$ cat src/rtl/dmlf_pkg.sv
// Shared constants, types and state encodings of the distance median low-pass filter.
package dmlf_pkg;

  localparam int WinSize = 5;
  localparam int WinIdxW = (WinSize > 1) ? $clog2(WinSize) : 1;
  localparam int WinCntW = $clog2(WinSize + 1);

  localparam int MmW     = 16;
  localparam int StW     = 3;
  localparam int RejW    = 8;
  localparam int AccW    = 2 * MmW;
  localparam int CfgIdxW = 3;
  localparam int CfgW    = 16;

  localparam logic [StW-1:0] StatusOk = 3'd0;

  localparam logic [CfgIdxW-1:0] CfgNearLimit = 3'd0;
  localparam logic [CfgIdxW-1:0] CfgJumpGate  = 3'd1;
  localparam logic [CfgIdxW-1:0] CfgJumpLimit = 3'd2;
  localparam logic [CfgIdxW-1:0] CfgNearNum   = 3'd3;
  localparam logic [CfgIdxW-1:0] CfgNearDen   = 3'd4;
  localparam logic [CfgIdxW-1:0] CfgFarNum    = 3'd5;
  localparam logic [CfgIdxW-1:0] CfgFarDen    = 3'd6;

  typedef enum logic [1:0] {
    WIN_IDLE,
    WIN_LOADI,
    WIN_CAPI,
    WIN_SWEEP
  } win_state_e;

  typedef enum logic [2:0] {
    ST_IDLE,
    ST_MEDIAN,
    ST_SELECT,
    ST_MUL1,
    ST_MUL2,
    ST_DIVGO,
    ST_DIVWAIT,
    ST_EMIT
  } dmlf_state_e;

  typedef struct packed {
    logic           push;
    logic [MmW-1:0] sample;
  } win_req_t;

  typedef struct packed {
    logic           done;
    logic [MmW-1:0] median;
  } win_rsp_t;

  typedef struct packed {
    logic            start;
    logic [AccW-1:0] dividend;
    logic [MmW-1:0]  divisor;
  } div_req_t;

  typedef struct packed {
    logic           done;
    logic [MmW-1:0] quotient;
  } div_rsp_t;

endpackage

$ cat src/rtl/dmlf_window.sv
// Ring window of good samples with a serial rank-select median engine.
module dmlf_window import dmlf_pkg::*; (
  input  logic     clk_i,
  input  logic     rst_ni,
  input  win_req_t req_i,
  output win_rsp_t rsp_o
);

  logic [MmW-1:0]     mem_q [WinSize];
  win_state_e         state_q, state_d;
  logic [WinIdxW-1:0] wp_q, wp_d;
  logic [WinCntW-1:0] fill_q, fill_d;
  logic [WinIdxW-1:0] i_q, i_d;
  logic [WinCntW-1:0] j_q, j_d;
  logic [WinCntW-1:0] rank_q, rank_d, rank_sum;
  logic [WinIdxW-1:0] cj_q;
  logic               cmp_v_q, cmp_v_d;
  logic [MmW-1:0]     rd_q, cand_q, med_q;
  logic               done_q;
  logic [WinIdxW-1:0] rd_addr;
  logic               less, last_cmp, match;

  // Stable rank: ties are broken by window position.
  assign less     = (rd_q < cand_q) || ((rd_q == cand_q) && (cj_q < i_q));
  assign rank_sum = rank_q + WinCntW'(less);
  assign last_cmp = cmp_v_q && ((WinCntW'(cj_q) + WinCntW'(1)) == fill_q);
  assign match    = last_cmp && (rank_sum == (fill_q >> 1));

  always_comb begin
    state_d = state_q;
    unique case (state_q)
      WIN_IDLE:  if (req_i.push) state_d = WIN_LOADI;
      WIN_LOADI: state_d = WIN_CAPI;
      WIN_CAPI:  state_d = WIN_SWEEP;
      WIN_SWEEP: if (last_cmp) state_d = match ? WIN_IDLE : WIN_LOADI;
      default:   state_d = WIN_IDLE;
    endcase
  end

  always_comb begin
    rd_addr = (state_q == WIN_SWEEP) ? j_q[WinIdxW-1:0] : i_q;
  end

  always_comb begin
    wp_d    = wp_q;
    fill_d  = fill_q;
    i_d     = i_q;
    j_d     = j_q;
    rank_d  = rank_q;
    cmp_v_d = (state_q == WIN_SWEEP) && (j_q < fill_q);
    if (req_i.push) begin
      wp_d = (wp_q == WinIdxW'(WinSize - 1)) ? '0 : wp_q + WinIdxW'(1);
      if (fill_q < WinCntW'(WinSize)) fill_d = fill_q + WinCntW'(1);
      i_d = '0;
    end
    if (state_q == WIN_CAPI) begin
      j_d    = '0;
      rank_d = '0;
    end
    if (state_q == WIN_SWEEP) begin
      if (j_q < fill_q) j_d = j_q + WinCntW'(1);
      if (cmp_v_q) rank_d = rank_sum;
      if (last_cmp && !match) i_d = i_q + WinIdxW'(1);
    end
  end

  always_ff @(posedge clk_i or negedge rst_ni) begin
    if (!rst_ni) begin
      state_q <= WIN_IDLE;
      wp_q    <= '0;
      fill_q  <= '0;
      i_q     <= '0;
      j_q     <= '0;
      rank_q  <= '0;
      cmp_v_q <= 1'b0;
      done_q  <= 1'b0;
    end else begin
      state_q <= state_d;
      wp_q    <= wp_d;
      fill_q  <= fill_d;
      i_q     <= i_d;
      j_q     <= j_d;
      rank_q  <= rank_d;
      cmp_v_q <= cmp_v_d;
      done_q  <= match;
    end
  end

  always_ff @(posedge clk_i) begin
    if (req_i.push) mem_q[wp_q] <= req_i.sample;
    rd_q <= mem_q[rd_addr];
    cj_q <= j_q[WinIdxW-1:0];
    if (state_q == WIN_CAPI) cand_q <= rd_q;
    if (match) med_q <= cand_q;
  end

  assign rsp_o.done   = done_q;
  assign rsp_o.median = med_q;

endmodule

$ cat src/rtl/dmlf_div.sv
// Serial restoring divider, one quotient bit per cycle, quotient known to fit 16 bits.
module dmlf_div import dmlf_pkg::*; (
  input  logic     clk_i,
  input  logic     rst_ni,
  input  div_req_t req_i,
  output div_rsp_t rsp_o
);

  localparam int CntW = $clog2(MmW);

  logic [MmW-1:0]  rem_q, quo_q, den_q;
  logic [CntW-1:0] cnt_q;
  logic            busy_q, done_q;
  logic [MmW:0]    trial;
  logic            qbit;

  assign trial = {rem_q, quo_q[MmW-1]};
  assign qbit  = (trial >= {1'b0, den_q});

  always_ff @(posedge clk_i or negedge rst_ni) begin
    if (!rst_ni) begin
      busy_q <= 1'b0;
      done_q <= 1'b0;
      cnt_q  <= '0;
    end else begin
      done_q <= 1'b0;
      if (req_i.start) begin
        busy_q <= 1'b1;
        cnt_q  <= '0;
      end else if (busy_q) begin
        cnt_q <= cnt_q + CntW'(1);
        if (cnt_q == CntW'(MmW - 1)) begin
          busy_q <= 1'b0;
          done_q <= 1'b1;
        end
      end
    end
  end

  always_ff @(posedge clk_i) begin
    if (req_i.start) begin
      rem_q <= req_i.dividend[AccW-1:MmW];
      quo_q <= req_i.dividend[MmW-1:0];
      den_q <= req_i.divisor;
    end else if (busy_q) begin
      rem_q <= qbit ? MmW'(trial - {1'b0, den_q}) : trial[MmW-1:0];
      quo_q <= {quo_q[MmW-2:0], qbit};
    end
  end

  assign rsp_o.done     = done_q;
  assign rsp_o.quotient = quo_q;

endmodule

$ cat src/rtl/distance_median_lowpass_filter.sv
// Top level: sequencer, jump gate, shared multiply-accumulate and output register.
//
// Channel  Dir  Fields (lowest bit up)                      Transaction when
// s_axis   in   tdata: sample_mm[15:0]; tuser: sample_status  tvalid & tready
// m_axis   out  tdata: filtered_mm, raw_echo_mm; tuser: status tvalid & tready
// cfg      in   cfg_idx_i selects register, cfg_wdata_i data   cfg_we_i high
//
// A bad sample goes from the idle step straight to the emit step, which loads
// the output register. A good sample passes the median engine, then the gate,
// select, two multiply-accumulate steps and the 16-step divider; the first
// good sample and a bypassed select go straight to the emit step instead.
// The median's single compare port and the serial divider dominate this path.
// Reset clears all control state and loads the register defaults. A stalled
// output holds the sequencer in its emit step; input is taken only when idle.
module distance_median_lowpass_filter import dmlf_pkg::*; (
  input  logic               clk_i,
  input  logic               rst_ni,
  input  logic               s_axis_tvalid,
  output logic               s_axis_tready,
  input  logic [MmW-1:0]     s_axis_tdata,   // sample_mm
  input  logic [StW-1:0]     s_axis_tuser,   // sample_status
  output logic               m_axis_tvalid,
  input  logic               m_axis_tready,
  output logic [2*MmW-1:0]   m_axis_tdata,   // filtered_mm, raw_echo_mm
  output logic [StW-1:0]     m_axis_tuser,   // result_status
  input  logic               cfg_we_i,
  input  logic [CfgIdxW-1:0] cfg_idx_i,
  input  logic [CfgW-1:0]    cfg_wdata_i
);

  dmlf_state_e state_q, state_d;

  // Configuration registers
  logic [MmW-1:0]  near_q, gate_q, nnum_q, nden_q, fnum_q, fden_q;
  logic [RejW-1:0] lim_q;

  // Filter state
  logic [MmW-1:0]  last_q;
  logic            have_q;
  logic [RejW-1:0] rej_q;

  // Per-transaction working registers
  logic [MmW-1:0]  sample_q, cand_q, num_q, den_q, dn_q, res_mm_q;
  logic [StW-1:0]  res_st_q;
  logic [AccW-1:0] acc_q;

  // Output register
  logic            out_valid_q;
  logic [MmW-1:0]  out_mm_q, out_raw_q;
  logic [StW-1:0]  out_st_q;

  win_req_t win_req;
  win_rsp_t win_rsp;
  div_req_t div_req;
  div_rsp_t div_rsp;

  logic            in_acc, in_good, out_free;
  logic [MmW:0]    gate_sum;
  logic [MmW-1:0]  gate_sat;
  logic            near_prev, jump, hold_jump, use_near, bypass;
  logic [MmW-1:0]  sel_num, sel_den, mul_a, mul_b;
  logic [AccW-1:0] product, addend, mac;

  dmlf_window u_window (
    .clk_i  (clk_i),
    .rst_ni (rst_ni),
    .req_i  (win_req),
    .rsp_o  (win_rsp)
  );

  dmlf_div u_div (
    .clk_i  (clk_i),
    .rst_ni (rst_ni),
    .req_i  (div_req),
    .rsp_o  (div_rsp)
  );

  assign in_acc   = s_axis_tvalid && s_axis_tready;
  assign in_good  = (s_axis_tuser == StatusOk);
  assign out_free = !out_valid_q || m_axis_tready;

  // Jump gate: saturate the sum, then test the fresh median against it while the previous output is near.
  assign gate_sum  = {1'b0, last_q} + {1'b0, gate_q};
  assign gate_sat  = gate_sum[MmW] ? '1 : gate_sum[MmW-1:0];
  assign near_prev = (last_q < near_q);
  assign jump      = near_prev && (win_rsp.median > gate_sat);
  assign hold_jump = jump && (rej_q < lim_q);

  // Coefficient select and bypass test.
  assign use_near = (cand_q < near_q) || near_prev;
  assign sel_num  = use_near ? nnum_q : fnum_q;
  assign sel_den  = use_near ? nden_q : fden_q;
  assign bypass   = (sel_den == '0) || (sel_num >= sel_den);

  // Shared multiply-accumulate: num*cand + den/2, then + (den-num)*prev.
  assign mul_a   = (state_q == ST_MUL1) ? num_q  : dn_q;
  assign mul_b   = (state_q == ST_MUL1) ? cand_q : last_q;
  assign product = AccW'(mul_a) * AccW'(mul_b);
  assign addend  = (state_q == ST_MUL1) ? AccW'(den_q >> 1) : acc_q;
  assign mac     = product + addend;

  // Next state
  always_comb begin
    state_d = state_q;
    unique case (state_q)
      ST_IDLE:    if (in_acc) state_d = in_good ? ST_MEDIAN : ST_EMIT;
      ST_MEDIAN:  if (win_rsp.done) state_d = have_q ? ST_SELECT : ST_EMIT;
      ST_SELECT:  state_d = bypass ? ST_EMIT : ST_MUL1;
      ST_MUL1:    state_d = ST_MUL2;
      ST_MUL2:    state_d = ST_DIVGO;
      ST_DIVGO:   state_d = ST_DIVWAIT;
      ST_DIVWAIT: if (div_rsp.done) state_d = ST_EMIT;
      ST_EMIT:    if (out_free) state_d = ST_IDLE;
      default:    state_d = ST_IDLE;
    endcase
  end

  // Sequencer outputs
  always_comb begin
    s_axis_tready    = (state_q == ST_IDLE);
    win_req.push     = in_acc && in_good;
    win_req.sample   = s_axis_tdata;
    div_req.start    = (state_q == ST_DIVGO);
    div_req.dividend = acc_q;
    div_req.divisor  = den_q;
  end

  // Configuration writes; an unknown index is dropped.
  always_ff @(posedge clk_i or negedge rst_ni) begin
    if (!rst_ni) begin
      near_q <= MmW'(300);
      gate_q <= MmW'(100);
      lim_q  <= RejW'(3);
      nnum_q <= MmW'(1);
      nden_q <= MmW'(4);
      fnum_q <= MmW'(1);
      fden_q <= MmW'(2);
    end else if (cfg_we_i) begin
      unique case (cfg_idx_i)
        CfgNearLimit: near_q <= cfg_wdata_i;
        CfgJumpGate:  gate_q <= cfg_wdata_i;
        CfgJumpLimit: lim_q  <= cfg_wdata_i[RejW-1:0];
        CfgNearNum:   nnum_q <= cfg_wdata_i;
        CfgNearDen:   nden_q <= cfg_wdata_i;
        CfgFarNum:    fnum_q <= cfg_wdata_i;
        CfgFarDen:    fden_q <= cfg_wdata_i;
        default:      ;
      endcase
    end
  end

  // Control state: sequencer, filter state, output valid
  always_ff @(posedge clk_i or negedge rst_ni) begin
    if (!rst_ni) begin
      state_q     <= ST_IDLE;
      last_q      <= '0;
      have_q      <= 1'b0;
      rej_q       <= '0;
      out_valid_q <= 1'b0;
    end else begin
      state_q <= state_d;
      if ((state_q == ST_MEDIAN) && win_rsp.done) begin
        if (have_q) begin
          // Hold a suspect jump, or let it pass once the limit is reached.
          rej_q <= hold_jump ? rej_q + RejW'(1) : '0;
        end else begin
          last_q <= win_rsp.median;
          have_q <= 1'b1;
        end
      end
      if ((state_q == ST_SELECT) && bypass) last_q <= cand_q;
      if ((state_q == ST_DIVWAIT) && div_rsp.done) last_q <= div_rsp.quotient;
      if ((state_q == ST_EMIT) && out_free) begin
        out_valid_q <= 1'b1;
      end else if (m_axis_tready) begin
        out_valid_q <= 1'b0;
      end
    end
  end

  // Payload registers
  always_ff @(posedge clk_i) begin
    unique case (state_q)
      ST_IDLE: begin
        if (in_acc) begin
          sample_q <= s_axis_tdata;
          if (in_good) begin
            res_st_q <= StatusOk;
          end else begin
            res_mm_q <= have_q ? last_q : '0;
            res_st_q <= have_q ? StatusOk : s_axis_tuser;
          end
        end
      end
      ST_MEDIAN: begin
        if (win_rsp.done) begin
          cand_q   <= hold_jump && have_q ? last_q : win_rsp.median;
          res_mm_q <= win_rsp.median;
        end
      end
      ST_SELECT: begin
        num_q    <= sel_num;
        den_q    <= sel_den;
        dn_q     <= sel_den - sel_num;
        res_mm_q <= cand_q;
      end
      ST_MUL1, ST_MUL2: acc_q <= mac;
      ST_DIVWAIT: if (div_rsp.done) res_mm_q <= div_rsp.quotient;
      ST_EMIT: begin
        if (out_free) begin
          out_mm_q  <= res_mm_q;
          out_raw_q <= sample_q;
          out_st_q  <= res_st_q;
        end
      end
      default: ;
    endcase
  end

  assign m_axis_tvalid = out_valid_q;
  assign m_axis_tdata  = {out_raw_q, out_mm_q};
  assign m_axis_tuser  = out_st_q;

  a_win_done_in_median: assert property (@(posedge clk_i) disable iff (!rst_ni)
    win_rsp.done |-> (state_q == ST_MEDIAN))
    else $error("median result outside the median step");

  a_div_done_in_wait: assert property (@(posedge clk_i) disable iff (!rst_ni)
    div_rsp.done |-> (state_q == ST_DIVWAIT))
    else $error("divider result outside the divide wait step");

  a_select_has_prev: assert property (@(posedge clk_i) disable iff (!rst_ni)
    (state_q == ST_SELECT) |-> have_q)
    else $error("low-pass select without a previous output");

  a_quotient_fits: assert property (@(posedge clk_i) disable iff (!rst_ni)
    (state_q == ST_DIVWAIT) |-> (acc_q[AccW-1:MmW] < den_q))
    else $error("low-pass quotient would overflow 16 bits");

  a_have_sticks: assert property (@(posedge clk_i) disable iff (!rst_ni)
    !$fell(have_q))
    else $error("output-present flag cleared outside reset");

endmodule
$ cat config.mk
export PLATFORM = sky130hd
export DESIGN_NAME = distance_median_lowpass_filter
export DESIGN_NICKNAME = d
export VERILOG_FILES = /design/src/rtl/dmlf_pkg.sv /design/src/rtl/dmlf_window.sv /design/src/rtl/dmlf_div.sv /design/src/rtl/distance_median_lowpass_filter.sv
export SDC_FILE = /design/constraint.sdc
export NUM_CORES = 1
export LEC_CHECK = 0
export BUFFER_PORTS_ARGS = -buffer_cell sky130_fd_sc_hd__clkbuf_2
export CORE_AREA = 2 2 207 311
export DETAILED_ROUTE_END_ITERATION = 12
export DIE_AREA = 0 0 209 313
export GPL_TIMING_DRIVEN = 0
export MAX_ROUTING_LAYER = met4
export PLACE_DENSITY = 0.71
export SETUP_SLACK_MARGIN = 0.1
export SLEW_MARGIN = 40
export SYNTH_ARGS = -nofsm -noshare
export SYNTH_HDL_FRONTEND = slang
export SYNTH_SLANG_ARGS = --single-unit
$ cat constraint.sdc
create_clock -name clk_i -period 10.6 [get_ports clk_i]
set_clock_uncertainty 0.2 [all_clocks]
set_input_delay 2.12 -clock clk_i [delete_from_list [all_inputs] [get_ports clk_i]]
set_output_delay 2.12 -clock clk_i [all_outputs]
set_load 0.01 [all_outputs]
* Word-level counts from Yosys, hierarchy flattened *
Memory sizes are Yosys's and may differ from the RTL's. A register that Yosys moved wholly into a read port is not among the register bits.
Cells that the tools add are included.

word-level totals
  RAM bits = 80
  logic and storage cells = 198
  memories = 1
  output and inout port bits = 37
  input bits = 43
  flip-flop bits (word level) = 407

memories
  name            words  bits a word  read ports  clocked after Yosys merged registers in  wr ports  RTL line          RTL
  u_window.mem_q  5      16           1           1                                        1         dmlf_window.sv:9  logic [MmW-1:0] mem_q [WinSize];

operators by class
  reductions and logical operators = 47
  add/subtract/negate cells = 12
  equal/unequal tests = 29
  $mul = 1
  muxes and demuxes = 58
  order comparisons = 10

operator list
  operator                                                                  count
  16-bit 2-to-1 mux                                                         20
  16-bit one-hot mux with 4 select lines                                    1
  3-bit 2-to-1 mux                                                          18
  16-bit < comparator                                                       3
  32-bit adder                                                              1
  16-bit by 16-bit multiplier with 32-bit output                            1
  32-bit 2-to-1 mux                                                         1
  16-bit subtractor                                                         2
  2-bit AND reduction                                                       14
  3-bit == test (second input constant)                                     8
  3-bit one-hot mux with 8 select lines                                     1
  16-bit by 16-bit adder with 17-bit output                                 1
  17-bit by 16-bit >= comparator with 1-bit output                          1
  16-bit == test                                                            1
  16-bit >= comparator                                                      1
  16-bit > comparator                                                       1
  16-bit zero test                                                          1
  3-bit by 1-bit adder with 3-bit output (second input constant)            5
  1-bit logical AND                                                         14
  3-bit by 2-bit == test with 1-bit output (second input constant)          4
  1-bit 2-to-1 mux                                                          11
  2-bit by 1-bit inequality test with 1-bit output (second input constant)  5
  3-bit zero test                                                           3
  8-bit by 1-bit adder with 8-bit output (second input constant)            1
  other kinds (26)                                                          38

* Longest topological paths before layout *
Gate-level depths: netlist of the first run.

  word-level depth = 10
  mapped depth = 29
  depth with buffers taken out = 25

* Cells and area by module *
A second synthesis of the first run with hierarchy kept.

second synthesis, totals
  cells, all modules = 2887
  area, all modules = 33193.1 um^2

modules (own cells, without submodules)
  module                          times used  cells each  area an instance (um^2)  sequential area each (um^2)
  distance_median_lowpass_filter  1           2278        24105.6                  8329.2
  dmlf_window                     1           347         6000.8                   4219.0
  dmlf_div                        1           262         3086.7                   1591.5

* Least setup slack after synthesis of the first run *
Ideal clock, no wire load.

  path kind = reg2reg
  start point = register state_q[0]
  end point = register acc_q[29], data pin
  stages on the path, launching flop included = 29
  path slack = 3.202 ns
  data required time = 10.133 ns
  setup time = 0.267 ns
  arrival time = 6.931 ns
  period minus slack after synthesis = 7.398 ns
  buffers on the path = 5
  path through = dfrtp_1 > clkbuf_1 > nand2_1 > or2_2 > buf_2 > buf_2 > mux2i_1 > buf_2 > nor2_1 > fa_1 > inv_1 > fa_1 > fa_1 > inv_1 > fa_1 > fa_1 > inv_1 > fa_1 > inv_1 > ha_1 > buf_2 > nand3_1 > nor2_1 > nand2_1 > o211a_1 > or4_1 > and2_1 > a311oi_2 > xor2_1

on the way
  longest elaborated chain between the ends = 4
  elaborated cells between the ends (all ways) = 6
  classes of those cells = add/sub: 1; mul: 1; eq/ne: 1; mux: 3

ends and longest elaborated chain
  element                                         RTL line                                                                                                          RTL
  start: declaration                              distance_median_lowpass_filter.sv:31                                                                              dmlf_state_e state_q, state_d;
  start signal: assignment                        distance_median_lowpass_filter.sv:161                                                                             state_q <= state_d;
  3-bit by 2-bit == test with 1-bit output *      distance_median_lowpass_filter.sv:96, distance_median_lowpass_filter.sv:97, distance_median_lowpass_filter.sv:99
  16-bit 2-to-1 mux, on equally long branches     distance_median_lowpass_filter.sv:96, distance_median_lowpass_filter.sv:97
  16-bit by 16-bit multiplier with 32-bit output  distance_median_lowpass_filter.sv:98                                                                              assign product = AccW'(mul_a) * AccW'(mul_b);
  32-bit adder *                                  distance_median_lowpass_filter.sv:100                                                                             assign mac = product + addend;
  net mac[29]                                     distance_median_lowpass_filter.sv:62                                                                              logic [AccW-1:0] product, addend, mac;
  end signal: assignment                          distance_median_lowpass_filter.sv:207                                                                             ST_MUL1, ST_MUL2: acc_q <= mac;
  end: declaration                                distance_median_lowpass_filter.sv:45                                                                              logic [AccW-1:0] acc_q;

Mark *: on every way through the listed nets, which the timed path passes. The rest lies on a longest branch.
A chain may end at the register's enable or synchronous reset.

* Worst setup path after layout of the first run *
Same ends and word-level chain as after synthesis.

==> flow_summary.toml, run 1 <==
[cells_and_area]
drive_above_1_share_pct = 14.4
largest_reg_flops = 80
regArea_mm2 = 0.0141
utilization_pct = 58.7
fillCellCount = 5143
syn2layout_area_growth_pct = 10.1
regMostFlops = "u_window.mem_q"
fin_nets = 3670
multiInputGateArea_mm2 = 0.0176
antennaDiodeCount = 0
reg_top3 = "u_window.mem_q: 80 flops, acc_q: 32 flops"

[logic_synthesis]
synth.avg_cell_area_um2 = 11.1
netlist_area_mm2 = 0.0336
ys_warn_count = 0
synthArstFlopShare_pct = 31.4
ys_seq_elements = 503
syn_inst = 3015
syn-num-nets = 3520
synth_ff_type = "edfxtp_1"
synth-edff-count = 326
seq_area_frac_synth_pct = 42.1
synth.distinct_cells = 82

[cts]
cts.clk_slew.worst_paths_ns = 0.07
htreeDepth = 2
clk_path_buf_depth = 3
clkLatencyLatePin_ns = 0.63
root_buffer = "clkbuf_16"
holdBufCountCts = 0
cts_resized = 0
clkSinkCount = 503
post-cts-setup-buffers = 0
cts_buffers = 48
cts_tree = "done"

[sta]
min_period_ns = 9.02
slew_violations = 0
tns_ns = 0
rsz0062_at_grt = "false"
period_share_pct = 85.1
fmax_mhz = 111
worstMarginPinSlew_ns = 1.01
finalSetupViolations = 0
finalHoldViolCount = 0
slew-limit-headroom_pct = 30.8

[critical_path]
worstSetupStartpointType = "flip-flop"
cp_slowest_cell = "fa_1"
crit_type = "flip-flop to flip-flop"
crit_family = "adder cells"
crit_cells = 27
cp.required_ns = 10.76
path_buf_inv = 8
reg2regPathDepth = 27
crit_path_start = "state_q[0]"
crit_fanout = 10
endpoint_kind = "flip-flop"
cp.arrival_ns = 9.18
crit_top_cell = "fa_1"
critPathMaxStageDelay_ns = 0.69
reg2reg_from = "state_q[0]"

[routing]
drt_iter0_drc = 1482
wl_per_cell_um = 24.0
wirelength_um = 96300
drt-vias-per-instance = 5.88
drtPass1Iterations = 6
ant_nets = 0
vias = 23600
post-route-drc-count = 0

[hold_path]
hold_path_class = "flip-flop to flip-flop"
hold_path_depth = 0
min-delay-start = "res_mm_q[7]"

[run]
drv_cap = 0

[placed_design]
dp.final_hpwl_um = 76100
place.gp.congestion = 1.04
port_buffers = 77

[global_route]
grt_max_degree = 58
grt_pass1_wl_um = 148000
grtUsageTotal_pct = 31.2
gr-total-overflow = 0
grt_pass1_vias = 25300
antenna_found_initial = 0

[power_and_ir_drop]
power.leakage_nw = 16.1
powerDensity_mw_per_mm2 = 124
irDropWorstVdd_v = 0.000247

[floorplan]
die-area_mm2 = 0.0654
pin_count = 80
die_y_um = 313
rows = 113
die_w_um = 209
core-area_mm2 = 0.0629
start_util_pct = 53.3

[outcome]
status = "finished, final reports clean"
==> through the flow <==
stage | std cells | hold slack, ns | area (um^2) | setup WS [ns] | power (mW)
finish | 4010 | 0.219 | 36900 | 1.58 | 4.59
global placement | 3897 | 0.201 | 34900 | 1.59 | 2.85
detailed placement | 3920 | 0.205 | 35300 | 1.66 | 2.88
global route | 4010 | 0.225 | 36900 | 1.18 | 4.75
floorplan | 3015 | 0.200 | 33600 | 3.20 | 2.68
CTS | 4010 | 0.220 | 36900 | 1.57 | 4.61
==> synth_stat cells (all sizes together), types with 9 or more instances <==
cell	n	area share (%)
o22a	16	0.42
mux4	16	1.1
fa	228	14
a21o	30	0.67
nor2b	18	0.34
mux2	163	5.5
nand2	305	3.4
inv	415	4.6
xor2	16	0.42
o21a	23	0.51
or2	10	0.19
o32ai	16	0.42
a31oi	10	0.19
nand4	19	0.35
o21ai	99	1.5
dfrtp	145	11
a211oi	23	0.66
nor4	17	0.32
nor2	249	2.8
and2	35	0.65
mux2i	78	2.3
buf	28	0.51
edfxtp	326	29
nand2b	25	0.49
clkbuf	57	0.64
a21oi	117	1.8
xnor2	56	1.5
dfstp	13	1.0
and3	9	0.17
dfxtp	19	1.1
nand3	28	0.45
o21bai	10	0.22
nor3	64	1.0
ha	234	8.7
==> power by group <==
group	internal, mW	switching (mW)	leakage [nW]
combinational	0.254	0.348	10.4
clock	0.952	0.780	0.755
sequential	2.20	0.0554	4.93
==> layout by cell type (no fill, tap or decap), types with 27 or more instances in the layout <==
master       n
inv_1      415
edfxtp_1   326
nand2_1    305
nor2_1     248
ha_1       233
fa_1       228
mux2_2     162
dfrtp_1    145
a21oi_1    116
o21ai_0     94
clkbuf_2    77
clkbuf_1    71
nor3_1      60
mux2i_1     56
xnor2_1     56
clkbuf_16   48
buf_2       34
and2_1      33
a21o_1      30
nand3_1     27
==> logic make-up (layout without fill, tap and decap cells) <==
logic type      count (synthesis)  count (layout)  synth area share [%]
buf+inv                       501             691                  5.81
mux                           257             257                  8.87
fa+ha+maj                     462             462                  22.3
compound gates                408             408                  8.06
flops                         503             503                  42.1
xor+xnor                       72              72                  1.88
simple gates                  812             812                  10.9
==> final timing paths <==
| kind | end | slack, ns |
|---|---|---|
| min reg2reg | out_mm_q[7] | 0.22 |
| min | out_mm_q[7] | 0.22 |
| max | acc_q[29] | 1.58 |
| min in group asynchronous | fnum_q[5] | 1.28 |
| max in group asynchronous | near_q[8] | 8.22 |
| max reg2reg | acc_q[29] | 1.58 |
==> area by class of cell <==
cell class | instances | area share (%)
repair buffers | 100 | 1.70
clock buffers | 68 | 3.55
inverters | 416 | 4.23
clock inverters | 22 | 0.735
plain buffers | 85 | 1.06
multi-input cells | 2011 | 47.7
well taps | 805 | 2.73
flip-flops and latches | 503 | 38.3
==> per-layer routing <==
layer  global-route usage (%)  routed length, um  vias up  share of wire [%]
met2                     54.5              49600      865                 51
li1                         -                  -    10600                  -
met5                        -                  0        -                  0
met3                     3.60               4420      347                4.6
met4                     25.1               9380        0                9.7
met1                     31.5              32900    11800                 34
Note: power is estimated with default switching activity, not from simulation.
==> inputs of run 2 (changes only) <==
--- a/config.mk
+++ b/config.mk
@@ -9,8 +9,7 @@
 export CORE_AREA = 2 2 207 311
 export DETAILED_ROUTE_END_ITERATION = 12
 export DIE_AREA = 0 0 209 313
-export GPL_TIMING_DRIVEN = 0
-export MAX_ROUTING_LAYER = met4
+export GPL_ROUTABILITY_DRIVEN = 0
 export PLACE_DENSITY = 0.71
 export SETUP_SLACK_MARGIN = 0.1
 export SLEW_MARGIN = 40
==> flow_summary.toml, run 2 (same netlist as run 1, synthesis figures left out) <==
[outcome]
status = "finished, final reports clean"

[hold_path]
hold_path_class = "flip-flop to flip-flop"

[cells_and_area]
fin_nets = 3609
antennaDiodeCount = 0
largest_reg_flops = 80
syn2layout_area_growth_pct = 9.53
reg_top3 = "u_window.mem_q: 80 flops, acc_q: 32 flops"
final_cell_mix = "inv_1 (415), edfxtp_1 (326), nand2_1 (305)"
drive_above_1_share_pct = 14.4
finalNonFillerCells = 3949
regMostFlops = "u_window.mem_q"
utilization_pct = 58.4
layout_commonest_cell = "inv_1"

[routing]
post-route-drc-count = 0
drtPass1Iterations = 6
wl_per_cell_um = 22.8
drt-vias-per-instance = 5.88
wirelength_um = 90100
drt_iter0_drc = 1456
ant_nets = 0
vias = 23200

[sta]
min_period_ns = 8.10
fmax_mhz = 123
rsz0062_at_grt = "false"
period_share_pct = 76.4
worstMarginPinSlew_ns = 0.917
finalSetupViolations = 0
slew-limit-headroom_pct = 37.1
slew_violations = 0
tns_ns = 0
finalHoldViolCount = 0

[power_and_ir_drop]
clkPwrFrac_pct = 38.8
p_int_mw = 3.47
switching_share_pct = 25.3
irDropWorstVdd_v = 0.000162
powerDensity_mw_per_mm2 = 126
power.leakage_nw = 16.1
p_seq_share_pct = 48.4
pwr-share-comb_pct = 12.7
p_sw_mw = 1.17

[cts]
cts_resized = 0
holdBufCountCts = 0
clk_path_buf_depth = 3
htreeDepth = 2
cts.clk_slew.worst_paths_ns = 0.06
post-cts-setup-buffers = 0
root_buffer = "clkbuf_16"
cts_buffers = 48
clkSinkCount = 503
cts_tree = "done"
clkLatencyLatePin_ns = 0.63

[global_route]
grt_pass1_wl_um = 141000
antenna_found_initial = 1
gr-total-overflow = 0
grt_pass1_vias = 25200
grtUsageTotal_pct = 28.2
grt_max_degree = 90

[critical_path]
crit_fanout = 37
endpoint_kind = "flip-flop"
cp.required_ns = 10.77
worstSetupStartpointType = "flip-flop"
crit_type = "flip-flop to flip-flop"
cp.arrival_ns = 8.27

[floorplan]
die-area_mm2 = 0.0654
die_y_um = 313
start_util_pct = 53.3
die_w_um = 209
pin_count = 80
rows = 113
core-area_mm2 = 0.0629

[placed_design]
dp_cells = 3858
port_buffers = 79
dp.final_hpwl_um = 70500

[run]
drv_cap = 0
run 2: cell types whose count changed in the layout (fill, tap and decap cells not counted), moves of 3 or more:
| cell | change |
|---|---|
| buf_1 | -3 |
| clkbuf_1 | -61 |
| mux2i_2 | -13 |
| buf_2 | -34 |
| buf_4 | +37 |
| buf_16 | -3 |
| clkinv_1 | -4 |
| mux2i_1 | +14 |
| clkbuf_8 | +6 |
run 2: area by class of cell:
type / count / area [um^2]
repair buffers: 124 / 777
multi-input cells: 2011 / 17600
clock inverters: 22 / 295
clock buffers: 68 / 1390
flip-flops and latches: 503 / 14100
well taps: 805 / 1010
inverters: 416 / 1560
fillers: 5102 / 26200
run 2: path summary, 6_finish.rpt:
| path | startpoint | endpoint | slack [ns] | cells after the start |
|---|---|---|---|---|
| min reg2reg | sample_q[12] | out_raw_q[12] | 0.22 | 0 |
| min in group asynchronous | rst_ni | nnum_q[8] | 1.37 | 1 |
| max reg2reg | state_q[1] | acc_q[29] | 2.50 | 24 |
| min | sample_q[12] | out_raw_q[12] | 0.22 | 0 |
| max in group asynchronous | rst_ni | have_q | 7.65 | 2 |
| max | state_q[1] | acc_q[29] | 2.50 | 24 |
run 2: layer usage:
layer,routed length (um),GRT usage [%]
met1,29700,28.1
met2,47200,52.0
met3,4480,4.28
met4,8710,22.7
met5,11,0
run 2: worst max-delay path: stages (launching register included):
cell and delay, ns:
dfrtp_1 0.52, nand2_1 0.20, or2_4 0.40, buf_12 0.30
mux2i_1 0.70, nor2_1 0.18, fa_1 0.51, inv_1 0.05
fa_1 0.40, fa_1 0.55, inv_1 0.05, fa_1 0.50
fa_1 0.50, inv_1 0.05, fa_1 0.47, inv_1 0.04
ha_1 0.39, nand3_1 0.13, nor2_1 0.19, nand2_1 0.09
o211a_1 0.26, or4_1 0.57, and2_1 0.18, a311oi_2 0.25
xor2_1 0.09
run 2: power groups by stage:
| stage | combinational [mW] | clock [mW] | sequential, mW |
|---|---|---|---|
| finish | 0.592 | 1.81 | 2.25 |
| global route | 0.651 | 1.91 | 2.26 |
| CTS | 0.586 | 1.84 | 2.25 |
| detailed placement | 0.582 | 0 | 2.29 |
| global placement | 0.552 | 0 | 2.28 |
| floorplan | 0.416 | 0 | 2.27 |
run 2: stage by stage:
stage / hold WS (ns) / power [mW] / setup slack [ns] / cell area [um^2]
finish: 0.218 / 4.65 / 2.50 / 36800
global route: 0.225 / 4.82 / 2.10 / 36800
CTS: 0.220 / 4.68 / 2.55 / 36700
detailed placement: 0.205 / 2.87 / 2.57 / 35000
global placement: 0.203 / 2.84 / 2.57 / 34900
floorplan: 0.200 / 2.68 / 3.20 / 33600
==> inputs of run 3 (changes only) <==
--- a/config.mk
+++ b/config.mk
@@ -10,7 +10,7 @@
 export DETAILED_ROUTE_END_ITERATION = 12
 export DIE_AREA = 0 0 209 313
 export GPL_ROUTABILITY_DRIVEN = 0
-export PLACE_DENSITY = 0.71
+export PLACE_DENSITY = 0.74
 export SETUP_SLACK_MARGIN = 0.1
 export SLEW_MARGIN = 40
 export SYNTH_ARGS = -nofsm -noshare
==> constraint.sdc (replaced) <==
create_clock -name clk_i -period 6.9 [get_ports clk_i]
set_clock_uncertainty 0.2 [all_clocks]
set_input_delay 1.38 -clock clk_i [delete_from_list [all_inputs] [get_ports clk_i]]
set_output_delay 1.38 -clock clk_i [all_outputs]
set_load 0.01 [all_outputs]
==> flow_summary.toml, run 3 (same netlist as run 1, synthesis figures left out) <==
[outcome]
status = "complete, but fails checks"
violations = "setup timing"

[cts]
root_buffer = "clkbuf_16"
holdBufCountCts = 0
clk_path_buf_depth = 3
clkSinkCount = 503
cts_tree = "done"
cts.clk_slew.worst_paths_ns = 0.07
htreeDepth = 2
cts_buffers = 48
clkLatencyLatePin_ns = 0.64

[critical_path]
crit_fanout = 5
path_buf_inv = 7
cp.required_ns = 7.07
crit_type = "flip-flop to flip-flop"
crit_top_cell = "fa_1"
worstSetupStartpointType = "flip-flop"
crit_family = "adder cells"
critPathMaxStageDelay_ns = 0.55
cp_slowest_cell = "fa_1"
cp.arrival_ns = 7.17
endpoint_kind = "flip-flop"

[floorplan]
die_y_um = 313
core-area_mm2 = 0.0629
die-area_mm2 = 0.0654
pin_count = 80
die_w_um = 209
start_util_pct = 53.3
rows = 113

[routing]
drt-vias-per-instance = 5.92
drt_iter0_drc = 1757
vias = 24200
drtPass1Iterations = 6
ant_nets = 0
wirelength_um = 95300
wl_per_cell_um = 23.3
post-route-drc-count = 0

[power_and_ir_drop]
powerDensity_mw_per_mm2 = 189
irDropWorstVdd_v = 0.000311
power.leakage_nw = 17.0

[cells_and_area]
multiInputGateArea_mm2 = 0.0181
reg_top3 = "u_window.mem_q: 80 flops, acc_q: 32 flops"
layout_commonest_cell = "inv_1"
final_cell_mix = "inv_1 (408), edfxtp_1 (326), nand2_1 (292)"
syn2layout_area_growth_pct = 15.2
drive_above_1_share_pct = 21.0
regMostFlops = "u_window.mem_q"
final_area_mm2 = 0.0386
largest_reg_flops = 80
fin_nets = 3752
regArea_mm2 = 0.0141
fillCellCount = 4791

[sta]
worstMarginPinSlew_ns = 0.826
tns_ns = -0.267
slew_violations = 0
whs_ns = 0.216
finalHoldViolCount = 0
period_share_pct = 101
slew-limit-headroom_pct = 44.8
layout_setup_ws_ns = -0.100
rsz0062_at_grt = "true"
min_period_ns = 7.00
finalSetupViolations = 4
fmax_mhz = 143

[global_route]
grt_pass1_wl_um = 147000
antenna_found_initial = 1
gr-total-overflow = 0
grt_max_degree = 110
grtUsageTotal_pct = 29.6
grt_pass1_vias = 26200

[placed_design]
dp.final_hpwl_um = 72100
postPlaceCellArea_mm2 = 0.0361
port_buffers = 79

[run]
drv_cap = 0

[hold_path]
hold_path_class = "flip-flop to flip-flop"
[run 3: changes by cell type in the layout (fill, tap and decap cells not counted), moves of 13 or more]
| cell | previous run | this run |
|---|---|---|
| nor2_1 | 248 | 231 |
| buf_4 | 40 | 156 |
| nor2_2 | 0 | 17 |
| nand2_1 | 305 | 292 |
| mux2_2 | 162 | 146 |
| mux2i_4 | 0 | 13 |
| mux2_4 | 0 | 17 |
| buf_6 | 2 | 20 |
[run 3: report_power, final]
part | total (mW) | internal, mW | switching (mW)
Sequential | 3.46 | 3.37 | 0.0860
Clock | 2.92 | 1.71 | 1.21
Combinational | 0.910 | 0.391 | 0.519
Total | 7.29 | 5.47 | 1.82
[run 3: layout make-up]
type,count,area share (%)
multi-input cells,2012,46.9
flip-flops and latches,503,36.6
repair buffers,266,5.25
inverters,416,4.04
clock buffers,64,3.51
well taps,805,2.61
clock inverters,26,1.07
diodes,1,0.00648
[run 3: per-stage QoR]
stage | setup slack (ns) | std cells | power [mW] | utilization (%)
after global routing | -0.263 | 4092 | 7.54 | 61.4
after floorplan | 0.0750 | 3015 | 4.12 | -
after detailed placement | -0.272 | 3967 | 4.41 | 57.4
after CTS | -0.0341 | 4085 | 7.32 | 61.0
after global placement | -0.0854 | 3963 | 4.35 | 57.3
final | -0.100 | 4093 | 7.29 | 61.4
[run 3: worst reg2reg max path, cell delays in order (launching register included)]
cell and delay [ns]:
dfrtp_1 0.39, nand2_4 0.06, or2_4 0.32, buf_12 0.17, buf_8 0.13, mux2i_4 0.30
buf_6 0.16, nor2_1 0.06, fa_1 0.55, inv_1 0.06, fa_2 0.52, inv_1 0.04
ha_2 0.16, fa_1 0.46, fa_1 0.55, inv_1 0.05, fa_1 0.52, inv_2 0.05
ha_4 0.27, a21o_1 0.14, o32a_1 0.19, o21ai_2 0.10, o211a_1 0.27, or4_4 0.49
and2_4 0.16, a311oi_2 0.26, xor2_1 0.10
[run 3: worst paths after layout]
check,cells after the start,slack [ns],startpoint,end
worst max-delay path,26,-0.10,state_q[0],acc_q[29]
worst min-delay path,0,0.22,sample_q[13],out_raw_q[13]
worst max register to register,26,-0.10,state_q[0],acc_q[29]
worst min register to register,0,0.22,sample_q[13],out_raw_q[13]
max in group asynchronous,3,4.63,rst_ni,gate_q[8]
min in group asynchronous,1,0.44,rst_ni,fnum_q[6]
[run 3: layer usage]
| layer | part of all wire (%) | GRT usage [%] | vias to the layer above |
|---|---|---|---|
| li1 | - | - | 10800 |
| met1 | 32 | 29.2 | 11800 |
| met2 | 50 | 52.1 | 1096 |
| met3 | 6.9 | 6.04 | 523 |
| met4 | 11 | 26.9 | 0 |
| met5 | 0 | 0 | - |
[run 3: repair_timing]
item,4_1_cts,5_1_grt
pin swaps,25,16
gates resized for setup,58,53
buffers inserted,26,5
gates cloned,2,1
endpoints found under the setup margin,13,17
